**src/rtl/pcl_pkg.sv**
```systemverilog
// Shared types and constants for the positional character list.
package pcl_pkg;

  localparam int CAPACITY = 32;
  localparam int IDX_W    = $clog2(CAPACITY);
  localparam int CNT_W    = $clog2(CAPACITY + 1);
  localparam int POS_W    = 6;
  localparam int CHAR_W   = 8;
  localparam int LEN_W    = 6;
  // signed scratch width for rank arithmetic: holds -1 .. 63 and 0 .. CAPACITY
  localparam int CMP_W    = ((CNT_W > POS_W) ? CNT_W : POS_W) + 1;

  localparam logic [2:0] OP_ADD    = 3'd0;
  localparam logic [2:0] OP_DELETE = 3'd1;
  localparam logic [2:0] OP_GET    = 3'd2;
  localparam logic [2:0] OP_SET    = 3'd3;
  localparam logic [2:0] OP_PRINT  = 3'd4;

  localparam logic [1:0] ST_OK     = 2'd0;
  localparam logic [1:0] ST_BADPOS = 2'd1;
  localparam logic [1:0] ST_FULL   = 2'd2;

  typedef struct packed {
    logic [2:0]        opcode;
    logic [POS_W-1:0]  position;
    logic [CHAR_W-1:0] char_in;
  } cmd_t;

  typedef struct packed {
    logic [1:0]        status;
    logic [CHAR_W-1:0] char_out;
    logic              char_valid;
    logic              last;
    logic [LEN_W-1:0]  length;
  } res_t;

  typedef struct packed {
    logic              we;
    logic [IDX_W-1:0]  waddr;
    logic [CHAR_W-1:0] wdata;
    logic [IDX_W-1:0]  raddr;
  } mem_req_t;

endpackage

```
**src/rtl/positional_char_list_unit.sv**
```systemverilog
// Top level of the positional character list with registered result beat.
//
//  channel   signals                    direction  handshake
//  command   start, busy, cmd           in         taken when start && !busy
//  result    valid, result              out        one beat per cycle with valid high
//
//  Each entry moved by an add or delete costs a read state and a write state of the
//  store; a non-empty print reads and emits its entries one at a time, one beat per entry.
//  Results leave in the cycle after they are formed; the receiver cannot stall them.
//  Reset clears the count and sequencer; stored characters are not cleared.
module positional_char_list_unit (
  input  logic          clk,
  input  logic          rst,
  input  logic          start,
  input  pcl_pkg::cmd_t cmd,
  output logic          busy,
  output logic          valid,
  output pcl_pkg::res_t result
);

  pcl_pkg::mem_req_t          mreq;
  logic [pcl_pkg::CHAR_W-1:0] rdata;
  logic                       emit;
  pcl_pkg::res_t              res;

  pcl_mem u_mem (
    .clk   (clk),
    .req   (mreq),
    .rdata (rdata)
  );

  pcl_ctrl u_ctrl (
    .clk   (clk),
    .rst   (rst),
    .start (start),
    .cmd   (cmd),
    .busy  (busy),
    .mreq  (mreq),
    .rdata (rdata),
    .emit  (emit),
    .res   (res)
  );

  always_ff @(posedge clk) begin
    if (rst) begin
      valid <= 1'b0;
    end else begin
      valid <= emit;
    end
  end

  always_ff @(posedge clk) begin
    if (emit) begin
      result <= res;
    end
  end

endmodule

```
**src/rtl/pcl_mem.sv**
```systemverilog
// Character store: one write port, one registered read port.
module pcl_mem (
  input  logic                      clk,
  input  pcl_pkg::mem_req_t         req,
  output logic [pcl_pkg::CHAR_W-1:0] rdata
);

  logic [pcl_pkg::CHAR_W-1:0] mem [pcl_pkg::CAPACITY];

  always_ff @(posedge clk) begin
    if (req.we) begin
      mem[req.waddr] <= req.wdata;
    end
  end

  always_ff @(posedge clk) begin
    rdata <= mem[req.raddr];
  end

endmodule

```
**src/rtl/pcl_alu.sv**
```systemverilog
// Shared rank adder/subtractor used by the sequencer for all index math.
module pcl_alu (
  input  logic [pcl_pkg::CMP_W-1:0] a,
  input  logic [pcl_pkg::CMP_W-1:0] b,
  input  logic                      sub,
  output logic [pcl_pkg::CMP_W-1:0] sum
);

  always_comb begin
    if (sub) begin
      sum = a - b;
    end else begin
      sum = a + b;
    end
  end

endmodule

```
**src/rtl/pcl_ctrl.sv**
```systemverilog
// Sequencer: range checks, element moves, reads and result generation.
module pcl_ctrl (
  input  logic                       clk,
  input  logic                       rst,
  input  logic                       start,
  input  pcl_pkg::cmd_t              cmd,
  output logic                       busy,
  output pcl_pkg::mem_req_t          mreq,
  input  logic [pcl_pkg::CHAR_W-1:0] rdata,
  output logic                       emit,
  output pcl_pkg::res_t              res
);

  typedef enum logic [14:0] {
    S_IDLE    = 15'h0001,
    S_CHK     = 15'h0002,
    S_CMP     = 15'h0004,
    S_INS_RD  = 15'h0008,
    S_INS_WR  = 15'h0010,
    S_FILL    = 15'h0020,
    S_DEL_RD  = 15'h0040,
    S_DEL_WR  = 15'h0080,
    S_DEL_END = 15'h0100,
    S_SET     = 15'h0200,
    S_GET_RD  = 15'h0400,
    S_GET_OUT = 15'h0800,
    S_PR_RD   = 15'h1000,
    S_PR_OUT  = 15'h2000,
    S_DONE    = 15'h4000
  } state_t;

  localparam int CW = pcl_pkg::CMP_W;
  localparam int IW = pcl_pkg::IDX_W;

  state_t                       state, state_next;
  logic [2:0]                   op;
  logic [pcl_pkg::CHAR_W-1:0]   ch;
  logic [CW-1:0]                tgt, tgt_next;
  logic [CW-1:0]                idx, idx_next;
  logic [IW-1:0]                wr_addr, wr_addr_next;
  logic [pcl_pkg::CNT_W-1:0]    count, count_next;
  logic [1:0]                   status, status_next;
  logic                         pos_zero, pos_zero_next;
  logic                         pr_last, pr_last_next;

  logic [CW-1:0] alu_a, alu_b, alu_sum;
  logic          alu_sub;
  logic [CW-1:0] n_ext;
  logic          diff_neg, diff_zero, bad;

  pcl_alu u_alu (
    .a   (alu_a),
    .b   (alu_b),
    .sub (alu_sub),
    .sum (alu_sum)
  );

  assign n_ext     = CW'(count);
  assign diff_neg  = alu_sum[CW-1];
  assign diff_zero = (alu_sum == '0);
  assign busy      = (state != S_IDLE);

  // in S_CMP the unit gives (position-1) - count
  always_comb begin
    if (op == pcl_pkg::OP_ADD) begin
      bad = pos_zero || (!diff_neg && !diff_zero);
    end else begin
      bad = pos_zero || !diff_neg;
    end
  end

  always_comb begin
    state_next    = state;
    tgt_next      = tgt;
    idx_next      = idx;
    wr_addr_next  = wr_addr;
    count_next    = count;
    status_next   = status;
    pos_zero_next = pos_zero;
    pr_last_next  = pr_last;
    alu_a         = idx;
    alu_b         = CW'(1);
    alu_sub       = 1'b0;
    mreq.we       = 1'b0;
    mreq.waddr    = wr_addr;
    mreq.wdata    = rdata;
    mreq.raddr    = tgt[IW-1:0];
    emit          = 1'b0;
    res.status     = status;
    res.char_out   = '0;
    res.char_valid = 1'b0;
    res.last       = 1'b1;
    res.length     = n_ext[pcl_pkg::LEN_W-1:0];

    unique case (state)
      S_IDLE: begin
        if (start) begin
          tgt_next   = CW'(cmd.position);
          state_next = S_CHK;
        end
      end
      S_CHK: begin
        alu_a         = tgt;
        alu_sub       = 1'b1;
        tgt_next      = alu_sum;
        pos_zero_next = alu_sum[CW-1];
        idx_next      = '0;
        if (op == pcl_pkg::OP_PRINT) begin
          status_next = pcl_pkg::ST_OK;
          state_next  = (count == '0) ? S_DONE : S_PR_RD;
        end else if (op > pcl_pkg::OP_PRINT) begin
          status_next = pcl_pkg::ST_BADPOS;
          state_next  = S_DONE;
        end else begin
          state_next = S_CMP;
        end
      end
      S_CMP: begin
        alu_a       = tgt;
        alu_b       = n_ext;
        alu_sub     = 1'b1;
        status_next = pcl_pkg::ST_OK;
        if (bad) begin
          status_next = pcl_pkg::ST_BADPOS;
          state_next  = S_DONE;
        end else begin
          case (op)
            pcl_pkg::OP_ADD: begin
              if (count == pcl_pkg::CNT_W'(pcl_pkg::CAPACITY)) begin
                status_next = pcl_pkg::ST_FULL;
                state_next  = S_DONE;
              end else begin
                idx_next   = n_ext;
                state_next = S_INS_RD;
              end
            end
            pcl_pkg::OP_DELETE: begin
              idx_next   = tgt;
              state_next = S_DEL_RD;
            end
            pcl_pkg::OP_GET: state_next = S_GET_RD;
            default:         state_next = S_SET;
          endcase
        end
      end
      // insert: walk down from the tail, moving each entry up by one
      S_INS_RD: begin
        alu_sub = 1'b1;
        if (idx == tgt) begin
          state_next = S_FILL;
        end else begin
          mreq.raddr   = alu_sum[IW-1:0];
          wr_addr_next = idx[IW-1:0];
          idx_next     = alu_sum;
          state_next   = S_INS_WR;
        end
      end
      S_INS_WR: begin
        mreq.we    = 1'b1;
        state_next = S_INS_RD;
      end
      S_FILL: begin
        alu_a      = n_ext;
        mreq.we    = 1'b1;
        mreq.waddr = tgt[IW-1:0];
        mreq.wdata = ch;
        count_next = alu_sum[pcl_pkg::CNT_W-1:0];
        state_next = S_DONE;
      end
      // delete: walk up from the hole, moving each entry down by one
      S_DEL_RD: begin
        mreq.raddr = alu_sum[IW-1:0];
        if (alu_sum == n_ext) begin
          state_next = S_DEL_END;
        end else begin
          wr_addr_next = idx[IW-1:0];
          idx_next     = alu_sum;
          state_next   = S_DEL_WR;
        end
      end
      S_DEL_WR: begin
        mreq.we    = 1'b1;
        state_next = S_DEL_RD;
      end
      S_DEL_END: begin
        alu_a      = n_ext;
        alu_sub    = 1'b1;
        count_next = alu_sum[pcl_pkg::CNT_W-1:0];
        state_next = S_DONE;
      end
      S_SET: begin
        mreq.we    = 1'b1;
        mreq.waddr = tgt[IW-1:0];
        mreq.wdata = ch;
        state_next = S_DONE;
      end
      S_GET_RD: begin
        state_next = S_GET_OUT;
      end
      S_GET_OUT: begin
        emit           = 1'b1;
        res.status     = pcl_pkg::ST_OK;
        res.char_out   = rdata;
        res.char_valid = 1'b1;
        state_next     = S_IDLE;
      end
      S_PR_RD: begin
        mreq.raddr   = idx[IW-1:0];
        idx_next     = alu_sum;
        pr_last_next = (alu_sum == n_ext);
        state_next   = S_PR_OUT;
      end
      S_PR_OUT: begin
        emit           = 1'b1;
        res.status     = pcl_pkg::ST_OK;
        res.char_out   = rdata;
        res.char_valid = 1'b1;
        res.last       = pr_last;
        state_next     = pr_last ? S_IDLE : S_PR_RD;
      end
      S_DONE: begin
        emit       = 1'b1;
        state_next = S_IDLE;
      end
      default: state_next = S_IDLE;
    endcase
  end

  always_ff @(posedge clk) begin
    if (rst) begin
      state <= S_IDLE;
      count <= '0;
    end else begin
      state <= state_next;
      count <= count_next;
    end
  end

  always_ff @(posedge clk) begin
    if (state == S_IDLE && start) begin
      op <= cmd.opcode;
      ch <= cmd.char_in;
    end
    tgt      <= tgt_next;
    idx      <= idx_next;
    wr_addr  <= wr_addr_next;
    status   <= status_next;
    pos_zero <= pos_zero_next;
    pr_last  <= pr_last_next;
  end

  a_count_bound: assert property (@(posedge clk) disable iff (rst)
    count <= pcl_pkg::CNT_W'(pcl_pkg::CAPACITY))
    else $error("element count above capacity");

  a_ins_pair: assert property (@(posedge clk) disable iff (rst)
    (state == S_INS_WR) |-> ($past(state) == S_INS_RD))
    else $error("insert move write without preceding read");

  a_count_hold: assert property (@(posedge clk) disable iff (rst)
    (state != S_FILL && state != S_DEL_END) |=> $stable(count))
    else $error("count changed outside add or delete");

  a_emit_state: assert property (@(posedge clk) disable iff (rst)
    emit |-> (state == S_GET_OUT || state == S_PR_OUT || state == S_DONE))
    else $error("result beat from a non-result state");

endmodule

```
**config.mk**
```make
export PLATFORM = sky130hd
export DESIGN_NAME = positional_char_list_unit
export DESIGN_NICKNAME = d
export VERILOG_FILES = /design/src/rtl/pcl_pkg.sv /design/src/rtl/positional_char_list_unit.sv /design/src/rtl/pcl_mem.sv /design/src/rtl/pcl_alu.sv /design/src/rtl/pcl_ctrl.sv
export SDC_FILE = /design/constraint.sdc
export NUM_CORES = 1
export LEC_CHECK = 0
export CORE_MARGIN = 2
export CORE_UTILIZATION = 45
export DETAILED_ROUTE_END_ITERATION = 8
export DONT_BUFFER_PORTS = 1
export GPL_TIMING_DRIVEN = 0
export SKIP_CTS_REPAIR_TIMING = 1
export SLEW_MARGIN = 20
export SYNTH_ARGS = -nofsm -noshare
export SYNTH_HDL_FRONTEND = slang
export SYNTH_SLANG_ARGS = --single-unit
```
**constraint.sdc**
```tcl
create_clock -name clk -period 12 [get_ports clk]
set_clock_uncertainty 0.15 [all_clocks]
set_input_delay 2.4 -clock clk [delete_from_list [all_inputs] [get_ports clk]]
set_output_delay 2.4 -clock clk [all_outputs]
set_load 0.02 [all_outputs]
```
==> results.md <==
- The worst setup path is launched from a flip-flop.
- The initial detailed-routing violation count is about 860.
- For the worst setup path, the data arrival time is about 6500 ps.
- The total number of placement rows is 65.
- For this design, the sink count on the clock tree is 338.
- The area enclosed by the die boundary is 0.03334 mm2.
- The path type of the worst min-delay path is reg -> reg.
- For this configuration, the core starts out at a cell density of a little under half.
- The remaining number of nets flagged by the antenna check after routing is 0.
- The flip-flop and latch count after synthesis is 338.
- In this run the deepest clock path goes through 3 buffers.
- The terminating pin of the worst hold path is result[8].
- TritonCTS built the clock tree.
- The max-capacitance violation count is 0.
- The number of fillers in the final layout is 2,674.
- For the pin with the worst max-slew slack, the measured transition is 884.9 ps.
- The final number of hold-violating endpoints is 0.
- The number of iterations in the first detailed-routing pass is 5.
- The initial antenna violation count is 0.
- The weighted congestion reported at the end of routability-driven placement is 0.8702.
- The worst-case headroom to the max-slew limit is 40.79%.
- The startpoint identified for the worst register-to-register timing path is u_ctrl.state[0].
- The number of endpoints failing setup at the final stage is 0.
- The peak supply drop is 0.09369 mV.
- In this run the number of H-tree levels came out at 2.
- The core outline area is 0.03147 mm2.
- The via density per instance is 5.812.
- The largest net degree at the start of global routing is 33.
- The post-synthesis cell type count is 67.
- The hold path startpoint is u_mem.rdata[0].
- Synthesis produced 1,150 cells.
- The worst path uses 51.94% of the clock period.
- Cells fill 51.15% of the core in the end.
- The clock-pin transition on the worst setup and hold timing paths is 60 ps.
- The final layout contains about 1,200 nets.
- The area of placed instances is about 0.015 mm2.
- The post-synthesis async set-or-reset flop share is 0%.
- Detailed routing inserted a total of about 9,400 vias.
- The final setup TNS is 0 ps.
- The final cell area excluding filler cells is about 0.016 mm2.
- The routed design could run at a clock period as short as 6232 ps.
- The worst hold slack after final layout is 377.1 ps.
- The number of antenna diodes in the final layout is 0.
- The run finished with clean final reports.
- The global-route wire length before repair is 55.02 mm.
- The peak clock frequency supported by timing is 0.1605 GHz.
- The post-route DRC violation count is 0.
- The synthesized design contains 308 enable-type register cells.
- The setup slack on the worst flop-to-flop path is 5770 ps.
- Setup repair after global routing left no endpoint under its margin.
- The post-detailed-placement half-perimeter wirelength is 25.05 mm.
- The die span in y is 182.6 um.
- The startpoint-to-endpoint class of the critical path is reg -> reg.
- The number of nets handed over by synthesis was 1,177.
- The endpoint identified for the worst register-to-register timing path is u_mem.rdata[1].
- The aggregate global-route resource usage is 22.23%.
- The total global routing overflow is 0.
- The part of the Yosys area used for sequential elements is 68.63%.
- Of all nets on the critical path, the largest fanout is 10.
- The multi-input gate area in the final layout is slightly above 0.004 mm2.
- Wires add up to 36.86 mm.
- The power density of the placed cells is between 150 and 200 mW/mm2.
- The max-slew violation count is 0.
- The clock latency on the worst-skew pair is about 520 ps.
- The via count of the first global-routing pass is 9,129.
- The critical path required time is 12,270 ps.
- In the final routed layout, each cell accounts on average for between 20 and 25 um.
- The per-instance average area after synthesis is 12.48 um2.
- Before CTS, the worst setup slack after placement is 5826 ps.
- Along the worst hold path, the cell count comes to 1.
- During I/O placement, the number of pins put on the boundary was 40.
- The tree is rooted in a sky130_fd_sc_hd__clkbuf_16.
- The leakage power summed over all cells is 5.437 nW.
- Summing every instance area after synthesis gives 0.01435 mm2.
- After layout, the worst setup slack is 5768 ps.
- The chip width is 182.6 um.
- For the worst flop-to-flop path, the logic depth is 18.
- The warning count from the yosys run is 0.
- The most instantiated flip-flop cell in the synthesis netlist is sky130_fd_sc_hd__edfxtp_1.
- STA classifies the critical path endpoint as a flip-flop.
- Input and output buffers added on the ports amount to 0.
- The area growth from synthesis to final layout is 12.19%.
- The area taken by flip-flops and latches is 0.009849 mm2.
- Buffers inserted during clock tree synthesis total 37.
- The post-route netlist has around a tenth of its cells at a drive strength greater than 1.
[synth_stat cells, types with 3 or more instances]
| master | count | area (um2) |
|---|---|---|
| sky130_fd_sc_hd__mux2i_1 | 16 | 160.2 |
| sky130_fd_sc_hd__o21ai_0 | 16 | 80.08 |
| sky130_fd_sc_hd__or4_1 | 7 | 52.55 |
| sky130_fd_sc_hd__nand3b_1 | 5 | 37.54 |
| sky130_fd_sc_hd__nand4_1 | 12 | 75.07 |
| sky130_fd_sc_hd__buf_6 | 5 | 56.30 |
| sky130_fd_sc_hd__nor2_1 | 75 | 281.5 |
| sky130_fd_sc_hd__buf_4 | 3 | 22.52 |
| sky130_fd_sc_hd__nand2b_1 | 7 | 43.79 |
| sky130_fd_sc_hd__a22oi_1 | 22 | 165.2 |
| sky130_fd_sc_hd__a21oi_1 | 108 | 540.5 |
| sky130_fd_sc_hd__nor3_2 | 3 | 30.03 |
| sky130_fd_sc_hd__nor3_1 | 11 | 55.05 |
| sky130_fd_sc_hd__nand3_1 | 61 | 305.3 |
| sky130_fd_sc_hd__a32oi_1 | 17 | 148.9 |
| sky130_fd_sc_hd__mux2_2 | 9 | 101.4 |
| sky130_fd_sc_hd__a211oi_2 | 8 | 100.1 |
| sky130_fd_sc_hd__nand2_1 | 224 | 840.8 |
| sky130_fd_sc_hd__buf_2 | 25 | 125.1 |
| sky130_fd_sc_hd__nor4_1 | 8 | 50.05 |
| sky130_fd_sc_hd__and2_1 | 13 | 81.33 |
| sky130_fd_sc_hd__a21o_1 | 4 | 30.03 |
| sky130_fd_sc_hd__o22ai_1 | 6 | 37.54 |
| sky130_fd_sc_hd__xnor2_1 | 19 | 166.4 |
| sky130_fd_sc_hd__nor2b_1 | 4 | 25.02 |
| sky130_fd_sc_hd__a211oi_1 | 10 | 75.07 |
| sky130_fd_sc_hd__a21boi_0 | 8 | 60.06 |
| sky130_fd_sc_hd__clkbuf_1 | 28 | 105.1 |
| sky130_fd_sc_hd__edfxtp_1 | 308 | 9249 |
| sky130_fd_sc_hd__o211a_1 | 3 | 30.03 |
| sky130_fd_sc_hd__inv_1 | 10 | 37.54 |
| sky130_fd_sc_hd__a31oi_1 | 9 | 56.30 |
| sky130_fd_sc_hd__ha_1 | 6 | 75.07 |
| sky130_fd_sc_hd__dfxtp_1 | 30 | 600.6 |
| sky130_fd_sc_hd__xor2_1 | 3 | 26.28 |
[critical path, cell delays in order (launching register included)]
cell                       delay (ps)
sky130_fd_sc_hd__dfxtp_1          300
sky130_fd_sc_hd__clkbuf_1         210
sky130_fd_sc_hd__or4_1            550
sky130_fd_sc_hd__buf_2            190
sky130_fd_sc_hd__o41ai_1          600
sky130_fd_sc_hd__clkbuf_1         480
sky130_fd_sc_hd__a22o_1           210
sky130_fd_sc_hd__a21oi_1           40
sky130_fd_sc_hd__ha_1             260
sky130_fd_sc_hd__fa_1             460
sky130_fd_sc_hd__nand2b_1         170
sky130_fd_sc_hd__a21oi_1          210
sky130_fd_sc_hd__xnor2_1          390
sky130_fd_sc_hd__o211a_1          270
sky130_fd_sc_hd__clkbuf_1         370
sky130_fd_sc_hd__nand3_1          410
sky130_fd_sc_hd__a21oi_1          370
sky130_fd_sc_hd__a22oi_1          200
sky130_fd_sc_hd__nand4_1          280
[layout make-up]
type / instances / area share, %
Sequential cell: 338 / 61.18
Multi-Input combinational cell: 738 / 25.81
Clock buffer: 52 / 6.419
Tap cell: 402 / 3.124
Buffer: 63 / 1.966
Clock inverter: 14 / 1.049
Inverter: 11 / 0.2565
Timing Repair Buffer: 4 / 0.2021
[how the worst max path moves through the flow]
stage	start	endpoint	slack, ps	depth (start not counted)
2_1_floorplan	u_ctrl.state[14]	u_ctrl.idx[0]	6970	16
3_3_place_gp	u_ctrl.state[0]	u_mem.rdata[2]	5800	18
3_5_place_dp	u_ctrl.state[0]	u_mem.rdata[2]	5830	18
4_1_cts	u_ctrl.state[0]	u_mem.rdata[2]	5760	18
5_1_grt	u_ctrl.state[0]	u_mem.rdata[2]	5290	18
6_report	u_ctrl.state[0]	u_mem.rdata[1]	5770	18
[state kept, by name, indices dropped and copies added, names as in the netlist, 2 cells and up]
name and count:
result 18, u_ctrl.ch 8, u_ctrl.count 6, u_ctrl.idx 7, u_ctrl.op 3, u_ctrl.state 15
u_ctrl.status 2, u_ctrl.tgt 7, u_ctrl.wr_addr 5, u_mem.mem 256, u_mem.rdata 8
[logic make-up after synthesis]
| logic type | after synthesis | synth area share (%) |
|---|---|---|
| multiplexers | 25 | 1.822 |
| AO/OA/AOI/OAI | 229 | 10.27 |
| AND/OR/NAND/NOR | 455 | 14.78 |
| buffers and inverters | 74 | 2.493 |
| adder cells (fa/ha/maj) | 7 | 0.6626 |
| flip-flops | 338 | 68.63 |
| XOR/XNOR | 22 | 1.343 |
[per-layer routing]
metal	share of wire (%)	wire length, um	global-route usage, %	vias up
li1	-	-	-	4374
met1	44	16050	30.86	4600
met2	46	16890	35.09	366
met3	6.5	2388	3.273	87
met4	4.2	1531	9.581	0
met5	0	0	0	-
[report_power, final]
| group | internal [mW] | switching, mW | leakage, nW | total [mW] |
|---|---|---|---|---|
| sequential | 1.36 | 0.00794 | 3.02 | 1.37 |
| combinational | 0.0620 | 0.215 | 1.84 | 0.277 |
| clock | 0.668 | 0.456 | 0.579 | 1.12 |
[per-stage QoR]
step                power, mW  cells
floorplan               1.549   1150
global placement        1.664   1552
detailed placement      1.668   1555
CTS                     2.781   1621
global route            2.852   1622
finish                  2.768   1622
[layout by cell type (no fill, tap or decap), types with 12 or more instances in the layout]
cell type                   Yosys  routed
sky130_fd_sc_hd__a32oi_1       17      17
sky130_fd_sc_hd__a22oi_1       22      22
sky130_fd_sc_hd__and2_1        13      13
sky130_fd_sc_hd__nand4_1       12      12
sky130_fd_sc_hd__o21ai_0       16      15
sky130_fd_sc_hd__nor2_1        75      75
sky130_fd_sc_hd__edfxtp_1     308     308
sky130_fd_sc_hd__mux2i_1       16      16
sky130_fd_sc_hd__buf_2         25      26
sky130_fd_sc_hd__a21oi_1      108     106
sky130_fd_sc_hd__dfxtp_1       30      30
sky130_fd_sc_hd__nand2_1      224     224
sky130_fd_sc_hd__xnor2_1       19      19
sky130_fd_sc_hd__clkbuf_16      0      38
sky130_fd_sc_hd__nand3_1       61      61
sky130_fd_sc_hd__clkbuf_1      28      39
Note: power is estimated with default switching activity, not from simulation.
